File: src/rtl/core/ote_pkg.sv
package ote_pkg;

  localparam int TABLE_DEPTH_DEF = 64;

  localparam int OP_W    = 3;
  localparam int ID_W    = 31;
  localparam int PRICE_W = 32;
  localparam int QTY_W   = 31;
  localparam int ST_W    = 2;
  localparam int CNT_OUT_W = 7;

  localparam logic [OP_W-1:0] OP_ADD       = 3'd0;
  localparam logic [OP_W-1:0] OP_MODIFY    = 3'd1;
  localparam logic [OP_W-1:0] OP_CANCEL    = 3'd2;
  localparam logic [OP_W-1:0] OP_EXEC_FULL = 3'd3;
  localparam logic [OP_W-1:0] OP_EXEC_PART = 3'd4;

  localparam logic [ST_W-1:0] ST_DONE      = 2'd0;
  localparam logic [ST_W-1:0] ST_NOT_FOUND = 2'd1;
  localparam logic [ST_W-1:0] ST_SHORT     = 2'd2;
  localparam logic [ST_W-1:0] ST_FULL      = 2'd3;

  typedef struct packed {
    logic [ID_W-1:0]    id;
    logic               side;
    logic [PRICE_W-1:0] price;
    logic [QTY_W-1:0]   quantity;
  } entry_t;

  typedef struct packed {
    logic   match;
    entry_t ent;
  } cell_state_t;

  typedef struct packed {
    logic               cmp;
    logic [ID_W-1:0]    key;
    entry_t             add_ent;
    logic [PRICE_W-1:0] mod_price;
    logic [QTY_W-1:0]   mod_qty;
    logic [QTY_W-1:0]   sub_qty;
  } cell_bcast_t;

  typedef struct packed {
    logic occ;
    logic load;
    logic mod;
    logic subw;
    logic shift;
  } cell_sel_t;

endpackage

File: src/rtl/core/ote_cell.sv
module ote_cell (
  input  logic                 clk,
  input  logic                 rst,
  input  ote_pkg::cell_bcast_t bcast,
  input  ote_pkg::cell_sel_t   sel,
  input  ote_pkg::cell_state_t nbr,
  output ote_pkg::cell_state_t cur
);
  import ote_pkg::*;

  entry_t ent;
  logic   match;

  always_ff @(posedge clk) begin
    if (sel.shift) begin
      ent <= nbr.ent;
    end else if (sel.load) begin
      ent <= bcast.add_ent;
    end else if (sel.mod) begin
      ent.price    <= bcast.mod_price;
      ent.quantity <= bcast.mod_qty;
    end else if (sel.subw) begin
      ent.quantity <= bcast.sub_qty;
    end
  end

  always_ff @(posedge clk) begin
    if (rst) begin
      match <= 1'b0;
    end else if (sel.shift) begin
      match <= nbr.match;
    end else if (bcast.cmp) begin
      match <= sel.occ && (ent.id == bcast.key);
    end
  end

  assign cur.match = match;
  assign cur.ent   = ent;

endmodule
File: config.mk
export PLATFORM = sky130hd
export DESIGN_NAME = ote_cell
export DESIGN_NICKNAME = d
export VERILOG_FILES = /design/src/rtl/core/ote_pkg.sv /design/src/rtl/core/ote_cell.sv
export SDC_FILE = /design/constraint.sdc
export NUM_CORES = 1
export LEC_CHECK = 0
export BUFFER_PORTS_ARGS = -buffer_cell sky130_fd_sc_hd__buf_2
export CORE_AREA = 2 2 162 164
export DETAILED_ROUTE_END_ITERATION = 8
export DIE_AREA = 0 0 164 166
export PLACE_DENSITY_LB_ADDON = 0.12
export SYNTH_ARGS = -nofsm -noshare
export SYNTH_HDL_FRONTEND = slang
export SYNTH_SLANG_ARGS = --single-unit
File: constraint.sdc
create_clock -name clk -period 3.15 [get_ports clk]
set_input_delay 0.63 -clock clk [delete_from_list [all_inputs] [get_ports clk]]
set_output_delay 0.63 -clock clk [all_outputs]
set_load 0.1 [all_outputs]
# ---- Word-level counts from Yosys, hierarchy flattened
# Index checks and enable logic that the tools add are counted.
dict set report op_classes {
  mux 8
  n_eq_ne 1
  bitwise 0
  multipliers 0
  n_reduce_logical 5
  magnitude_cmp 0
  add_sub_neg 0
  n_div 0
  shift 0
}
# op count
set op_table {}
lappend op_table {{$mux W95} 1}
lappend op_table {{$mux W32} 2}
lappend op_table {{$mux W63} 1}
lappend op_table {{$mux W31} 2}
lappend op_table {{$eq A31 B31 Y1} 1}
lappend op_table {{$reduce_bool A2 Y1} 2}
lappend op_table {{$reduce_bool A4 Y1} 1}
lappend op_table {{$reduce_bool A3 Y1} 1}
lappend op_table {{$mux W1} 2}
lappend op_table {{$logic_and A1 B1 Y1} 1}
dict set report word_totals {
  out_inout_bits 96
  ff_bits 96
  input_bits 324
  ram_bits 0
  word_cells 19
  romBits 0
  latchBits 0
  memories 0
}

# ---- Depth between registers and ports, before layout
dict set report logic_depth {
  depth_word 4
  ltp_mapped 6
  mapped_depth_nobuf 5
}

# ---- Worst setup path before layout
# Ideal clock, no wire load.
dict set report synth_path {
  kind {in2reg}
  start {in sel[0] in the netlist's numbering}
  end {reg ent, in the netlist cur[0] (enable)}
  required_ns 2.823
  t_arrival_ns 2.224
  setup_slack_ns 0.599
  stages 3
  setup_time_ns 0.327
  cell_sequence {buf_2 -> or3_1 -> or2_2}
}
dict set report synth_between {
  elab_chain_len 1
}
# item line_no
set synth_rtl {}
lappend synth_rtl {{start, declared} ote_cell.sv:5} ;# input ote_pkg::cell_sel_t sel,
lappend synth_rtl {{$reduce_bool A4 Y1 (no line)} --}
lappend synth_rtl {{end signal, assigned} ote_cell.sv:16} ;# ent <= nbr.ent;
lappend synth_rtl {{end signal, assigned} ote_cell.sv:18} ;# ent <= bcast.add_ent;
lappend synth_rtl {{end, declared} ote_cell.sv:11} ;# entry_t ent;
# No other way between the ends.
# A chain may end at the register's enable or synchronous reset.

# ---- Final worst setup path
dict set report layout_path {
  start {in sel[0] in the netlist's numbering}
  end {reg ent, in the netlist cur[23] (enable)}
}
# Same word-level chain as after synthesis.

==> reports/summary.txt <==
Synth Area in Compound Gates = 9.36%
CP max-delay cell = or2_2
reg2reg start = cur[70]
DRC errors left = 0
Leak = 3.77 nW
clk_skew = 12.3 ps
Inserted Clock Buffers = 9
Crit Path Max Fanout = 34
outcome = completed
CP max stage delay = 600 ps
clock input transition at the sequential cells of the worst setup and hold paths = 70 ps
DR vias/cell = 4.07
crit path DAT = 1990 ps
Startpoint Class = primary input
post-synth cell types = 20
main combinational cell family by area after synthesis = multiplexers
Final Max Tran Viols = 0
die span in y = 166 µm
Max VDD drop = 198 µV
worst path cell trace = buf_4 > or3_2 > or2_2
post-cts resize count = 0
Gate power share = 39.0%
placed cell area = 0.00765 mm²
GPL Wtd Cong = 0.814
vias in the first global route = 4878
Final setup violation count = 0
first-pass GRT wire length = 28.3 mm
Syn Area/Cell = 11.3 µm²
PwrDens = 554 mW/mm²
Die ar. = 0.0272 mm²
placed insts = 1189
layout cells sized above 1 = 54.7%
Initial DRC Count = 205
Hold Path Class = in2reg
worst-skew pair later-pin latency = 350 ps
fraction of the yosys area taken by sequential cells = 54.8%
crit path kind = in2reg
final wirelength = 19.8 mm
Top Family by Delay on Critical Path = simple AND/OR/NAND/NOR gates
Post-CTS Setup Inserts = 0
clock tree sinks = 96
adder-cell share of the synthesized area = 0%
most common cell after layout, fill and taps aside = buf_2
Simple-Gate Fraction of Synth Area = 8.38%
total track usage = 14.1%
initial antenna violation count = 7
Vias = 4917
final std cells w/o fill = 1209
Final Hold Viols = 0
clock share of power = 24.0%
Root Driver = clkbuf_16
Post-Synth XOR/XNOR Area = 5.18%
Post-DRT Antenna Nets = 0
CP bufs+invs = 1
total power = 4.40 mW
# hold bufs at CTS = 0
CTS tree = done
Mapped Nets = 786
area grow syn2layout = 51.4%
Core Rows = 59
NetSw = 1.91 mW
Initial Util = 20.5%
most frequent cells in the layout = buf_2 (417), edfxtp_1 (95), mux2i_1 (63), nand2_1 (63), o21ai_0 (63)
worst rel slew slack = 46.7%
Detailed Routing Iterations Pass 1 = 4
H-tree levels = 3
beginning of the critical path = sel[0]
CP Data Required Time = 3140 ps
setup total negative slack = 0 ps
clk buf depth = 2
grt ovf = 0
Hold Startpoint = rst
largest net degree at the start of global routing = 83
final net count = 1189
Tcrit/Tclk final = 63.6%
Detailed Place HPWL = 16.2 mm
num ports = 420
core area = 0.0256 mm²
Mapped Area = 0.00524 mm²
Sw Ratio = 43.4%
Fmax = 0.499 GHz
Worst Max-Slew Pin Slew = 799 ps
DIE WIDTH = 164 µm
Sequential Power Share = 37.0%
RSZ-0062 raised after global routing = no
Synth Register Bits = 96
Internal = 2.49 mW
drt wl/cell = 16.4 µm
Synth Instances = 462
YS warnings = 0
cell area after layout = 0.00793 mm²
crit path time final = 2000 ps
IO Port Bufs = 419
# Max-Cap Violations = 0
mux share of post-synthesis cell area = 18.9%
crit end category = flip-flop
per-stage QoR:
stage	utilization, %	worst slack [ps]	hold slack (ps)
after floorplan	-	599	537
after global placement	29.9	765	563
after detailed placement	29.9	767	556
after CTS	30.9	1140	427
after global routing	30.9	1080	428
final	31.0	1150	452
power by group through the flow:
stage,Clock [mW],Sequential (mW),Combinational (mW)
2_1_floorplan,0,2.68,0.279
4_1_cts,1.11,1.63,1.73
5_1_grt,1.15,1.64,1.80
3_5_place_dp,0,1.66,1.73
3_3_place_gp,0,1.65,1.74
6_report,1.06,1.63,1.71
synthesized netlist by cell type:
library cell  number  share of area, %
buf_2             13               1.2
nand3_1            1             0.095
or2_2              2              0.24
clkbuf_1          15               1.1
buf_4              6              0.86
nor4_1             4              0.48
inv_1              2              0.14
xnor2_1           21               3.5
nand4_1            6              0.72
o21ai_0           63               6.0
dfxtp_1            1              0.38
a221oi_2           1              0.29
xor2_1            10               1.7
nand2_1           63               4.5
edfxtp_1          95                54
mux2_2            32               6.9
a21oi_1           32               3.1
mux2i_1           63                12
or3_1              1              0.12
nor2_1            31               2.2
path summary, 6_finish.rpt:
check	end	slack, ps	depth (start not counted)
worst max-delay path	cur[23]	1150	3
worst min-delay path	match	450	2
worst max register to register	match	1430	5
worst min register to register	match	570	2
flip-flops by register name (all words and copies together) (netlist names):
register and cells:
cur 95, match 1
worst register-to-register path: stages (launching register included):
cell      delay [ps]
edfxtp_1         420
xnor2_1          160
nand4_1          130
nor4_1           460
nand4_1          200
a221oi_2         260
cell type report:
cell class                      count  area, µm²
Sequential cell                    96       2870
Antenna cell                        4       10.0
Tap cell                          335        419
Clock buffer                       10        229
Multi-Input combinational cell    330       2190
Clock inverter                      6       43.8
Fill cell                        2756      17700
Inverter                            2       7.51
Timing Repair Buffer              426       2150
logic make-up after synthesis:
logic type,after synthesis
XOR/XNOR,31
buffers and inverters,36
AND/OR/NAND/NOR,108
flip-flops,96
AO/OA/AOI/OAI,96
multiplexers,95
routing by layer:
layer / vias up / part of all wire (%) / track usage, %
met3: 17 / 8.8 / 4.30
met5: - / 0.066 / 0
li1: 2492 / - / -
met1: 2174 / 36 / 14.7
met4: 2 / 1.7 / 4.31
met2: 232 / 53 / 26.6
No activity file was read; power rests on OpenSTA's default activity.
